[config.mk]
export PLATFORM = sky130hd
export DESIGN_NAME = encoder_position_p_controller_pwm_core_flat
export DESIGN_NICKNAME = d
export VERILOG_FILES = /design/src/sv/eppc_pkg.sv /design/src/sv/eppc_if.sv /design/src/sv/encoder_position_p_controller_pwm_core.sv /design/src/sv/eppc_encoder.sv /design/src/flat_wrapper.sv
export SDC_FILE = /design/constraint.sdc
export NUM_CORES = 2
export LEC_CHECK = 0
export BUFFER_PORTS_ARGS = -buffer_cell sky130_fd_sc_hd__buf_2
export CAP_MARGIN = 40
export CORE_MARGIN = 2
export CORE_UTILIZATION = 35
export CTS_CLUSTER_SIZE = 12
export DETAILED_ROUTE_END_ITERATION = 16
export SLEW_MARGIN = 30
export SYNTH_ARGS = -nofsm -noshare
export SYNTH_HDL_FRONTEND = slang
export SYNTH_SLANG_ARGS = --single-unit
[constraint.sdc]
create_clock -name clk -period 11.7 [get_ports clk]
set_input_delay 1.17 -clock clk [delete_from_list [all_inputs] [get_ports clk]]
set_output_delay 1.17 -clock clk [all_outputs]
set_load 0.02 [all_outputs]
[src/sv/eppc_pkg.sv]
// eppc_pkg: shared types and constants for the encoder position controller
// register indexes, reset values and control structs
// no dependencies
package eppc_pkg;

    localparam int IdxW     = 3;
    localparam int GainW    = 16;
    localparam int FracBits = 4;

    localparam logic [IdxW-1:0] REG_TARGET   = 3'd0;
    localparam logic [IdxW-1:0] REG_GAIN     = 3'd1;
    localparam logic [IdxW-1:0] REG_PERIOD   = 3'd2;
    localparam logic [IdxW-1:0] REG_INTERVAL = 3'd3;
    localparam logic [IdxW-1:0] REG_ENABLE   = 3'd4;

    localparam int RstTarget   = 30;
    localparam int RstGain     = 1280;
    localparam int RstPeriod   = 5000;
    localparam int RstInterval = 10000;

    typedef struct packed {
        logic enc_a;
        logic enc_b;
    } sample_t;

    typedef struct packed {
        logic en;
        logic upd;
        logic per_start;
    } tick_ctl_t;

endpackage

[src/sv/eppc_if.sv]
// eppc_if: valid/ready channels for encoder samples and controller results
// depends on nothing
interface eppc_sample_if;
    logic valid;
    logic ready;
    logic enc_a;
    logic enc_b;

    modport source (output valid, output enc_a, output enc_b, input ready);
    modport sink (input valid, input enc_a, input enc_b, output ready);
endinterface

interface eppc_result_if #(
    parameter int POSITION_BITS = 24
);
    logic                            valid;
    logic                            ready;
    logic                            drive_high;
    logic                            direction;
    logic signed [POSITION_BITS-1:0] position;

    modport source (output valid, output drive_high, output direction, output position,
                    input ready);
    modport sink (input valid, input drive_high, input direction, input position,
                  output ready);
endinterface

[src/sv/encoder_position_p_controller_pwm_core.sv]
// encoder_position_p_controller_pwm_core: encoder count, proportional law and pwm drive
// depends on eppc_pkg, eppc_if and eppc_encoder
// throughput: one item per cycle; ready is high while the output register is empty or taken
// stages: input reg, encoder and timers, error subtract, 25x16 multiply, saturate/latch/compare
// reset: async low clears the pipeline, counters and command state, and loads register defaults
module encoder_position_p_controller_pwm_core #(
    parameter int POSITION_BITS = 24,
    parameter int TIMER_BITS    = 16,
    localparam int CfgW = (POSITION_BITS > TIMER_BITS)
        ? ((POSITION_BITS > eppc_pkg::GainW) ? POSITION_BITS : eppc_pkg::GainW)
        : ((TIMER_BITS > eppc_pkg::GainW) ? TIMER_BITS : eppc_pkg::GainW)
) (
    input  logic                          clk,
    input  logic                          rst_n,
    eppc_sample_if.sink                   sample,
    eppc_result_if.source                 result,
    input  logic                          wr_en,
    input  logic [eppc_pkg::IdxW-1:0]     wr_index,
    input  logic [CfgW-1:0]               wr_data
);

    localparam int ProdW = POSITION_BITS + 1 + eppc_pkg::GainW;
    localparam int MagW  = ProdW - eppc_pkg::FracBits;
    localparam int WideW = (MagW > TIMER_BITS) ? MagW : TIMER_BITS;

    // configuration registers
    logic signed [POSITION_BITS-1:0]   target_reg;
    logic [eppc_pkg::GainW-1:0]        gain_reg;
    logic [TIMER_BITS-1:0]             period_reg;
    logic [TIMER_BITS-1:0]             interval_reg;
    logic                              enable_reg;
    logic [TIMER_BITS-1:0]             per_eff;
    logic [TIMER_BITS-1:0]             itv_eff;

    logic advance;
    logic step;

    // stage 1
    logic                              s1_valid_reg;
    eppc_pkg::sample_t                 s1_smp_reg;
    logic [TIMER_BITS-1:0]             uc_reg;
    logic [TIMER_BITS-1:0]             uc_next;
    logic [TIMER_BITS-1:0]             pc_reg;
    logic [TIMER_BITS-1:0]             pc_next;
    logic [TIMER_BITS:0]               uc_inc;
    logic [TIMER_BITS:0]               pc_inc;
    eppc_pkg::tick_ctl_t               s1_ctl;
    logic signed [POSITION_BITS-1:0]   count_next;
    logic signed [POSITION_BITS-1:0]   enc_count;

    // stage 2
    logic                              s2_valid_reg;
    eppc_pkg::tick_ctl_t               s2_ctl_reg;
    logic [TIMER_BITS-1:0]             s2_pc_reg;
    logic signed [POSITION_BITS-1:0]   s2_pos_reg;
    logic signed [POSITION_BITS:0]     err;
    logic                              err_neg;
    logic [POSITION_BITS:0]            err_mag;

    // stage 3
    logic                              s3_valid_reg;
    eppc_pkg::tick_ctl_t               s3_ctl_reg;
    logic [TIMER_BITS-1:0]             s3_pc_reg;
    logic signed [POSITION_BITS-1:0]   s3_pos_reg;
    logic [POSITION_BITS:0]            s3_mag_reg;
    logic                              s3_neg_reg;
    logic [ProdW-1:0]                  prod;

    // stage 4
    logic                              s4_valid_reg;
    eppc_pkg::tick_ctl_t               s4_ctl_reg;
    logic [TIMER_BITS-1:0]             s4_pc_reg;
    logic signed [POSITION_BITS-1:0]   s4_pos_reg;
    logic [ProdW-1:0]                  s4_prod_reg;
    logic                              s4_neg_reg;
    logic [WideW-1:0]                  mag_w;
    logic [TIMER_BITS-1:0]             mag_sat;

    // command and pwm state
    logic [TIMER_BITS-1:0]             cmd_mag_reg;
    logic [TIMER_BITS-1:0]             cmd_mag_next;
    logic                              cmd_neg_reg;
    logic                              cmd_neg_next;
    logic [TIMER_BITS-1:0]             duty_reg;
    logic [TIMER_BITS-1:0]             duty_next;
    logic                              dir_reg;
    logic                              dir_next;
    logic                              drive_next;

    // output register
    logic                              out_valid_reg;
    logic                              out_drive_reg;
    logic signed [POSITION_BITS-1:0]   out_pos_reg;

    // configuration port
    always_ff @(posedge clk or negedge rst_n)
    begin
        if (!rst_n)
        begin
            target_reg   <= POSITION_BITS'(eppc_pkg::RstTarget);
            gain_reg     <= eppc_pkg::GainW'(eppc_pkg::RstGain);
            period_reg   <= TIMER_BITS'(eppc_pkg::RstPeriod);
            interval_reg <= TIMER_BITS'(eppc_pkg::RstInterval);
            enable_reg   <= 1'b1;
        end
        else if (wr_en)
        begin
            case (wr_index)
                eppc_pkg::REG_TARGET:   target_reg   <= wr_data[POSITION_BITS-1:0];
                eppc_pkg::REG_GAIN:     gain_reg     <= wr_data[eppc_pkg::GainW-1:0];
                eppc_pkg::REG_PERIOD:   period_reg   <= wr_data[TIMER_BITS-1:0];
                eppc_pkg::REG_INTERVAL: interval_reg <= wr_data[TIMER_BITS-1:0];
                eppc_pkg::REG_ENABLE:   enable_reg   <= wr_data[0];
                default:
                begin
                end
            endcase
        end
    end

    assign per_eff = (period_reg == '0) ? TIMER_BITS'(1) : period_reg;
    assign itv_eff = (interval_reg == '0) ? TIMER_BITS'(1) : interval_reg;

    // global stall: everything moves when the output register is free
    assign advance      = !out_valid_reg || result.ready;
    assign sample.ready = advance;
    assign step         = advance && s1_valid_reg;

    // stage 1: encoder and timers
    eppc_encoder #(
        .POSITION_BITS (POSITION_BITS)
    ) u_encoder (
        .clk        (clk),
        .rst_n      (rst_n),
        .step       (step),
        .smp        (s1_smp_reg),
        .count_next (count_next),
        .count      (enc_count)
    );

    always_comb
    begin
        uc_inc           = {1'b0, uc_reg} + (TIMER_BITS + 1)'(1);
        pc_inc           = {1'b0, pc_reg} + (TIMER_BITS + 1)'(1);
        s1_ctl.en        = enable_reg;
        s1_ctl.upd       = enable_reg && (uc_reg == '0);
        s1_ctl.per_start = enable_reg && (pc_reg == '0);
        uc_next          = uc_reg;
        pc_next          = pc_reg;
        if (step)
        begin
            if (enable_reg)
            begin
                uc_next = (uc_inc >= {1'b0, itv_eff}) ? '0 : uc_inc[TIMER_BITS-1:0];
                pc_next = (pc_inc >= {1'b0, per_eff}) ? '0 : pc_inc[TIMER_BITS-1:0];
            end
            else
            begin
                uc_next = '0;
                pc_next = '0;
            end
        end
    end

    // stage 2: position error
    always_comb
    begin
        err     = {target_reg[POSITION_BITS-1], target_reg}
                - {s2_pos_reg[POSITION_BITS-1], s2_pos_reg};
        err_neg = err[POSITION_BITS];
        err_mag = err_neg ? (~err + (POSITION_BITS + 1)'(1)) : err;
    end

    // stage 3: gain multiply
    assign prod = ProdW'(s3_mag_reg) * ProdW'(gain_reg);

    // stage 4: saturate, period latch and pwm compare
    always_comb
    begin
        mag_w        = WideW'(s4_prod_reg[ProdW-1:eppc_pkg::FracBits]);
        mag_sat      = (mag_w > WideW'({TIMER_BITS{1'b1}})) ? {TIMER_BITS{1'b1}}
                                                             : mag_w[TIMER_BITS-1:0];
        cmd_mag_next = cmd_mag_reg;
        cmd_neg_next = cmd_neg_reg;
        if (s4_ctl_reg.upd)
        begin
            cmd_neg_next = s4_neg_reg && (|s4_prod_reg);
            cmd_mag_next = mag_sat;
        end
        duty_next = duty_reg;
        dir_next  = dir_reg;
        if (s4_ctl_reg.per_start)
        begin
            dir_next  = !cmd_neg_next;
            duty_next = (cmd_mag_next > per_eff) ? per_eff : cmd_mag_next;
        end
        drive_next = s4_ctl_reg.en && (s4_pc_reg < duty_next);
    end

    // control state
    always_ff @(posedge clk or negedge rst_n)
    begin
        if (!rst_n)
        begin
            s1_valid_reg  <= 1'b0;
            s2_valid_reg  <= 1'b0;
            s3_valid_reg  <= 1'b0;
            s4_valid_reg  <= 1'b0;
            out_valid_reg <= 1'b0;
            uc_reg        <= '0;
            pc_reg        <= '0;
            cmd_mag_reg   <= '0;
            cmd_neg_reg   <= 1'b0;
            duty_reg      <= '0;
            dir_reg       <= 1'b1;
        end
        else
        begin
            uc_reg <= uc_next;
            pc_reg <= pc_next;
            if (advance)
            begin
                s1_valid_reg  <= sample.valid;
                s2_valid_reg  <= s1_valid_reg;
                s3_valid_reg  <= s2_valid_reg;
                s4_valid_reg  <= s3_valid_reg;
                out_valid_reg <= s4_valid_reg;
                if (s4_valid_reg)
                begin
                    cmd_mag_reg <= cmd_mag_next;
                    cmd_neg_reg <= cmd_neg_next;
                    duty_reg    <= duty_next;
                    dir_reg     <= dir_next;
                end
            end
        end
    end

    // payload
    always_ff @(posedge clk)
    begin
        if (advance)
        begin
            s1_smp_reg    <= '{enc_a: sample.enc_a, enc_b: sample.enc_b};
            s2_ctl_reg    <= s1_ctl;
            s2_pc_reg     <= pc_reg;
            s2_pos_reg    <= count_next;
            s3_ctl_reg    <= s2_ctl_reg;
            s3_pc_reg     <= s2_pc_reg;
            s3_pos_reg    <= s2_pos_reg;
            s3_mag_reg    <= err_mag;
            s3_neg_reg    <= err_neg;
            s4_ctl_reg    <= s3_ctl_reg;
            s4_pc_reg     <= s3_pc_reg;
            s4_pos_reg    <= s3_pos_reg;
            s4_prod_reg   <= prod;
            s4_neg_reg    <= s3_neg_reg;
            out_drive_reg <= drive_next;
            out_pos_reg   <= s4_pos_reg;
        end
    end

    assign result.valid      = out_valid_reg;
    assign result.drive_high = out_drive_reg;
    assign result.direction  = dir_reg;
    assign result.position   = out_pos_reg;

    // a driven output needs a nonzero latched duty
    a_drive_needs_duty: assert property (@(posedge clk) disable iff (!rst_n)
        (result.valid && result.drive_high) |-> (duty_reg != '0))
        else $error("drive high with zero duty");

    // disabled ticks park both timers at zero
    a_disable_clears_timers: assert property (@(posedge clk) disable iff (!rst_n)
        (step && !enable_reg) |=> ((uc_reg == '0) && (pc_reg == '0)))
        else $error("timers not cleared while disabled");

    // the error stage sees the count the encoder holds
    a_pos_tracks_count: assert property (@(posedge clk) disable iff (!rst_n)
        s2_valid_reg |-> (s2_pos_reg == enc_count))
        else $error("pipelined position differs from encoder count");

endmodule

[src/sv/eppc_encoder.sv]
// eppc_encoder: channel A rising edge detect and saturating position counter
// depends on eppc_pkg
module eppc_encoder #(
    parameter int POSITION_BITS = 24
) (
    input  logic                            clk,
    input  logic                            rst_n,
    input  logic                            step,
    input  eppc_pkg::sample_t               smp,
    output logic signed [POSITION_BITS-1:0] count_next,
    output logic signed [POSITION_BITS-1:0] count
);

    localparam logic signed [POSITION_BITS-1:0] PosMax = {1'b0, {(POSITION_BITS-1){1'b1}}};
    localparam logic signed [POSITION_BITS-1:0] PosMin = {1'b1, {(POSITION_BITS-1){1'b0}}};

    logic                            last_a_reg;
    logic                            last_a_next;
    logic signed [POSITION_BITS-1:0] count_reg;
    logic                            rise;

    always_comb
    begin
        rise        = step && smp.enc_a && !last_a_reg;
        last_a_next = step ? smp.enc_a : last_a_reg;
        count_next  = count_reg;
        if (rise)
        begin
            if (!smp.enc_b)
            begin
                if (count_reg != PosMin)
                begin
                    count_next = count_reg - POSITION_BITS'(1);
                end
            end
            else
            begin
                if (count_reg != PosMax)
                begin
                    count_next = count_reg + POSITION_BITS'(1);
                end
            end
        end
    end

    always_ff @(posedge clk or negedge rst_n)
    begin
        if (!rst_n)
        begin
            last_a_reg <= 1'b0;
            count_reg  <= '0;
        end
        else
        begin
            last_a_reg <= last_a_next;
            count_reg  <= count_next;
        end
    end

    assign count = count_reg;

endmodule

[src/flat_wrapper.sv]
// flat-port wrapper written by rule: the top's interface ports become plain ports
module encoder_position_p_controller_pwm_core_flat 
#(
    parameter int POSITION_BITS = 24,
    parameter int TIMER_BITS    = 16,
    localparam int CfgW = (POSITION_BITS > TIMER_BITS)
        ? ((POSITION_BITS > eppc_pkg::GainW) ? POSITION_BITS : eppc_pkg::GainW)
        : ((TIMER_BITS > eppc_pkg::GainW) ? TIMER_BITS : eppc_pkg::GainW)
)
  (clk, rst_n, wr_en, wr_index, wr_data, sample_valid, sample_enc_a, sample_enc_b, sample_ready, result_valid, result_drive_high, result_direction, result_position, result_ready);
  eppc_sample_if sample_i ();
  eppc_result_if #(.POSITION_BITS(POSITION_BITS)) result_i ();
  input  logic clk;
  input  logic rst_n;
  input  logic wr_en;
  input  logic [eppc_pkg::IdxW-1:0] wr_index;
  input  logic [CfgW-1:0] wr_data;
  input wire logic [$bits(sample_i.valid)-1:0] sample_valid;
  input wire logic [$bits(sample_i.enc_a)-1:0] sample_enc_a;
  input wire logic [$bits(sample_i.enc_b)-1:0] sample_enc_b;
  output wire logic [$bits(sample_i.ready)-1:0] sample_ready;
  output wire logic [$bits(result_i.valid)-1:0] result_valid;
  output wire logic [$bits(result_i.drive_high)-1:0] result_drive_high;
  output wire logic [$bits(result_i.direction)-1:0] result_direction;
  output wire logic [$bits(result_i.position)-1:0] result_position;
  input wire logic [$bits(result_i.ready)-1:0] result_ready;
  assign sample_i.valid = sample_valid;
  assign sample_i.enc_a = sample_enc_a;
  assign sample_i.enc_b = sample_enc_b;
  assign sample_ready = sample_i.ready;
  assign result_valid = result_i.valid;
  assign result_drive_high = result_i.drive_high;
  assign result_direction = result_i.direction;
  assign result_position = result_i.position;
  assign result_i.ready = result_ready;
  encoder_position_p_controller_pwm_core #(.POSITION_BITS(POSITION_BITS), .TIMER_BITS(TIMER_BITS)) u_core (.clk(clk), .rst_n(rst_n), .sample(sample_i), .result(result_i), .wr_en(wr_en), .wr_index(wr_index), .wr_data(wr_data));
endmodule
# Yosys cells after proc, flatten, opt, wreduce, memory -nomap -nowiden
# Index checks and enable logic that the tools add are counted.
[op_classes]
order_cmp = 5
reduce_logical = 24
n_mux = 16
multipliers = 1
n_eq_ne = 6
bitwise_logic = 1
addsub = 6
[ops]
columns = ["cell", "n"]
rows = [
  ["two-way mux 16 bit", 10],
  ["two-way mux 24 bit", 5],
  ["zero test 16 bit", 4],
  ["!= test 24 bit (second input constant)", 2],
  ["multiplier 25 x 16 -> 41 bit", 1],
  ["OR reduction 41 bit", 1],
  ["> comparator 37 x 16 -> 1 bit (second input constant)", 1],
  ["adder 16 x 1 -> 17 bit (second input constant)", 2],
  ["greater-or-equal comparator 17 x 16 -> 1 bit", 2],
  ["adder 25 x 2 -> 25 bit (second input constant)", 1],
  ["NOT 25 bit", 1],
  ["subtractor 24 x 24 -> 25 bit", 1],
  ["adder 24 x 2 -> 24 bit (second input constant)", 1],
  ["subtractor 24 x 2 -> 24 bit (second input constant)", 1],
  ["> comparator 16 bit", 1],
  ["less-than comparator 16 bit", 1],
  ["AND reduction 2 bit", 6],
  ["logical AND 1 bit", 7],
  ["== test 3 x 2 -> 1 bit (second input constant)", 2],
  ["== test 3 x 1 -> 1 bit (second input constant)", 1],
  ["== test 3 bit (second input constant)", 1],
  ["zero test 1 bit", 3],
  ["zero test 3 bit", 1],
  ["AND reduction 3 bit", 1],
  ["2 further kinds", 2],
]
[word_totals]
register_bits = 393
wordCells = 101
out_inout_bits = 28
input_bits = 34

# Depth between registers and ports, before layout
[depth]
word_depth = 8
ltp_mapped = 30
depth_no_buf = 28

# Modules after synthesis
# Synthesis repeated with hierarchy kept, for this count alone.
[unflattened]
cells_unflattened = 3011
hier_area_um2 = 31486.4
[modules_own_cells]
columns = ["module", "seq_area_each_um2", "cells_each", "area_per_inst_um2", "n_inst"]
rows = [
  ["encoder_position_p_controller_pwm_core", 10352.4, 2818, 29738.5, 1],
  ["eppc_encoder", 625.6, 193, 1747.9, 1],
]

# Worst setup path before layout
# OpenSTA, ideal clock, no wires.
[synth_timing]
path_type = "input -> register"
start = "input result_ready"
end = "register u_core.s2_pos_reg[23], data pin"
n_path_buf = 1
arrival_time_ns = 9.719
stages = 9
setup_slack_ns = 1.718
required_time_ns = 11.437
setup_ns = 0.263
cell_sequence = "nand2b_1 > clkbuf_1 > nand2_1 > nor3b_1 > o21ai_0 > or2_2 > nor2_1 > nand2_1 > xnor2_1"
[synth_via]
elab_chain_cells = 5
[synth_rtl]
columns = ["item", "line_no", "text"]
rows = [
  ["start: declaration", "flat_wrapper.sv:26", "input wire logic [$bits(result_i.ready)-1:0] result_ready;"],
  ["logical OR 1 bit", "encoder_position_p_controller_pwm_core.sv:125", "assign advance = !out_valid_reg || result.ready;"],
  ["named net sample_ready", "flat_wrapper.sv:21", "output wire logic [$bits(sample_i.ready)-1:0] sample_ready;"],
  ["logical AND 1 bit", "encoder_position_p_controller_pwm_core.sv:127", "assign step = advance && s1_valid_reg;"],
  ["logical AND 1 bit (2 in series)", "eppc_encoder.sv:24", "rise = step && smp.enc_a && !last_a_reg;"],
  ["two-way mux 24 bit", "eppc_encoder.sv:27", "if (rise)"],
  ["named net u_core.count_next[23]", "encoder_position_p_controller_pwm_core.sv:48", "logic signed [POSITION_BITS-1:0] count_next;"],
  ["end signal: assignment", "encoder_position_p_controller_pwm_core.sv:247", "s2_pos_reg <= count_next;"],
  ["end: declaration", "encoder_position_p_controller_pwm_core.sv:55", "logic signed [POSITION_BITS-1:0] s2_pos_reg;"],
]
# The timed path passes the listed nets, and every way through them passes these cells.
# A chain may end at the register's enable or synchronous reset.

# Worst setup path after layout
[layout_timing]
start = "register u_core.gain_reg[8] in the netlist's numbering"
end = "register u_core.s4_prod_reg[40], data pin"
[layout_via]
elab_chain_cells = 1
[layout_rtl]
columns = ["item", "line_no", "text"]
rows = [
  ["start: declaration", "encoder_position_p_controller_pwm_core.sv:28", "logic [eppc_pkg::GainW-1:0] gain_reg;"],
  ["start signal: assignment", "encoder_position_p_controller_pwm_core.sv:101", "gain_reg <= eppc_pkg::GainW'(eppc_pkg::RstGain);"],
  ["start signal: assignment", "encoder_position_p_controller_pwm_core.sv:110", "eppc_pkg::REG_GAIN: gain_reg <= wr_data[eppc_pkg::GainW-1:0];"],
  ["multiplier 25 x 16 -> 41 bit", "encoder_position_p_controller_pwm_core.sv:175", "assign prod = ProdW'(s3_mag_reg) * ProdW'(gain_reg);"],
  ["named net u_core.prod[40]", "encoder_position_p_controller_pwm_core.sv:67", "logic [ProdW-1:0] prod;"],
  ["end signal: assignment", "encoder_position_p_controller_pwm_core.sv:256", "s4_prod_reg <= prod;"],
  ["end: declaration", "encoder_position_p_controller_pwm_core.sv:74", "logic [ProdW-1:0] s4_prod_reg;"],
]
# The timed path passes the listed nets, and every way through them passes these cells.

==> metrics.txt <==
Gate Count Post-Synth 2967; sequential-to-total area share from yosys stat 0.3555; number of port buffers 61; antenna-violating nets left 0; Slew headroom 0.4739; number of synthesized flops with an enable pin 224; endpoints failing setup 0; Synth Warn # 0; Nets 3550; Clock Path Buffers 3; GRT overflow 0; syn_area_per_cell 10.41 um^2; RR Startpoint u_core.gain_reg[8]; htree depth 2; CP endpoint u_core.s4_prod_reg[40]; final hold vios 0; Final period util 0.6180; Ports 62; worst reg-to-reg setup slack 4470 ps; postcts setup bufs 0; clock root buffer clkbuf_16; Final WS setup 4470 ps; setup_tns 0 ps; Final Max Slew Viols 0; syn_nets 3530; Seq cells post-synth 393; RSZ-0062 raised after global routing false; Reg clk slew, reported paths 60 ps; All-Layer GR Usage 0.1609; area added between synthesis and finish 10.26%; vias in the first global route 20800; Worst Setup Start Kind flip-flop; arrival time worst endpoint 7530 ps; TritonCTS clock tree done; Setup WS pre-CTS 4342 ps; status completed; Sink Count 393; most common flop cell mapped by yosys edfxtp_1; routability cong. 0.8393; Fill cells 8492; Starting Density 0.3543; vias 20560; first-pass GRT wire length 116.1 mm; area leader, netlist edfxtp_1; total die area 90610 um^2; DP Wirelength 54.56 mm; Post-CTS Resized 0; row count 108; total area of sequential cells 10980 um^2; DIE HEIGHT 301.0 um; Cell Area, Synth 30880 um^2; worst setup path startpoint u_core.gain_reg[8]; Async SR Flop Fraction 0.4300; Reg2Reg Depth 23; RR Endpoint u_core.s4_prod_reg[40]; share of layout cells above drive strength 1 0.09292; vias per inst 4.921; crit path max fanout 26; Final min period 7230 ps; Post-Route WL 71.25 mm; # diodes 0; maxcap violations 0; area of the multi-input gates 17960 um^2; Highest Clock Rate 0.1383 GHz; clk_skew 44.17 ps; Post-CTS Hold Buffers 0; Crit path required time 12000 ps; DRT iter0 DRCs 1224; critical setup path kind flip-flop to flip-flop; die width 301.0 um; drt pass-1 iters 5; wire length per cell 17.05 um; initial antenna violation count 0; Hold Crit Class flip-flop to flip-flop; library cells used by synthesis 72; Remaining DRCs 0; TritonCTS Buffers 46; largest net degree at the start of global routing 52; post-synth top area share 0.2178; top post-synthesis cells by area edfxtp_1 22%, fa_1 21%, dfrtp_1 12%; slew at the pin closest to its max-slew limit 789.2 ps; clk_lat worst skew 590 ps; max reg flops 41; Crit. End Element flip-flop; Core Region 87160 um^2
## cells by family (layout without fill, tap and decap cells)
family / Yosys count / in the layout / share of synthesized area
AOI/OAI and AO/OA: 395 / 395 / 0.07878
xor gates and xnor gates: 126 / 126 / 0.03574
adders and majority gates: 529 / 529 / 0.2924
and+or+nand+nor: 922 / 922 / 0.1453
buffers and inverters: 524 / 581 / 0.06386
muxes: 78 / 78 / 0.02841
DFF: 393 / 393 / 0.3555
## worst max-delay path, stage by stage (launching register included)
cell and delay (ps):
dfstp_2 830, nand2_1 140, fa_1 530, inv_1 50, fa_1 500, inv_1 50, fa_1 500, inv_1 60
fa_1 530, inv_1 60, fa_1 540, inv_1 60, fa_1 480, ha_1 370, and4_1 240, and2_1 170
a22oi_1 180, nand2_1 110, a32oi_1 470, o31ai_1 170, and3_1 240, a2111oi_0 370, nor3_1 130, xnor2_1 150
## layout by cell type (no fill, tap or decap), drive strengths merged, types with 21 or more instances in the layout
master,Yosys,routed
a21o,51,51
a21oi,119,119
and2,162,162
buf,2,91
clkbuf,117,61
dfrtp,151,151
edfxtp,224,224
fa,321,321
ha,208,208
inv,405,406
mux2,77,77
nand2,401,401
nand2b,26,26
nand3,44,44
nor2,117,117
nor3,34,34
nor4,28,28
o21a,21,21
o21ai,115,115
xnor2,75,75
xor2,51,51
## per-layer routing
| layer | global-route usage | share of wire | vias up |
|---|---|---|---|
| met5 | 0 | 0 | - |
| met1 | 0.2383 | 0.49 | 10230 |
| met2 | 0.2516 | 0.45 | 458 |
| met4 | 0.03104 | 0.015 | 0 |
| met3 | 0.02287 | 0.049 | 75 |
| li1 | - | - | 9802 |
## cell type report
cell class	instances	share of cell area
clock buffer	61	0.03697
clock inverter	24	0.006652
timing repair buffer	91	0.01937
multi-input combinational	2050	0.5274
inverter	405	0.04465
sequential	393	0.3225
tap	1155	0.04245
## Yosys cell counts (all sizes together) (5+ instances only)
library cell    n
nand2         401
o31ai           7
nand4          20
nor3           34
nor4b           5
nand2b         26
a211oi         10
ha            208
a22o            9
xnor2          75
mux2           77
dfstp          18
o21ai         115
o21bai          5
nor2          117
fa            321
a21oi         119
nand3          44
nor4           28
nor2b          20
and4           11
edfxtp        224
xor2           51
and3           19
or3             7
or2             8
o21a           21
clkbuf        117
a31oi          11
and2          162
a21o           51
o211ai          9
dfrtp         151
nor3b           8
inv           405
## worst min-delay path by stage
stage | start | end | slack (ps) | cells after the start
CTS | u_core.s3_pc_reg[9] | u_core.s4_pc_reg[9] | 410 | 0
global route | u_core.s4_pos_reg[21] | u_core.result.position[21] | 420 | 0
global placement | u_core.s3_pc_reg[9] | u_core.s4_pc_reg[9] | 400 | 0
finish | u_core.s4_pos_reg[21] | u_core.result.position[21] | 410 | 0
detailed placement | u_core.s3_pc_reg[11] | u_core.s4_pc_reg[11] | 400 | 0
floorplan | u_core.s4_pos_reg[0] | u_core.result.position[0] | 400 | 0
## stage by stage
stage | cell area [um^2] | cells | hold slack [ps] | util
floorplan | 30880 | 2967 | 400.3 | -
global placement | 32300 | 4077 | 401.6 | 0.3705
detailed placement | 32400 | 4082 | 404.5 | 0.3717
CTS | 33880 | 4167 | 412.9 | 0.3887
global route | 34050 | 4179 | 420.6 | 0.3906
finish | 34050 | 4179 | 413.3 | 0.3906
Power is not shown: default switching activity piles up to over one toggle a cycle in this logic, so the estimate is an artifact.
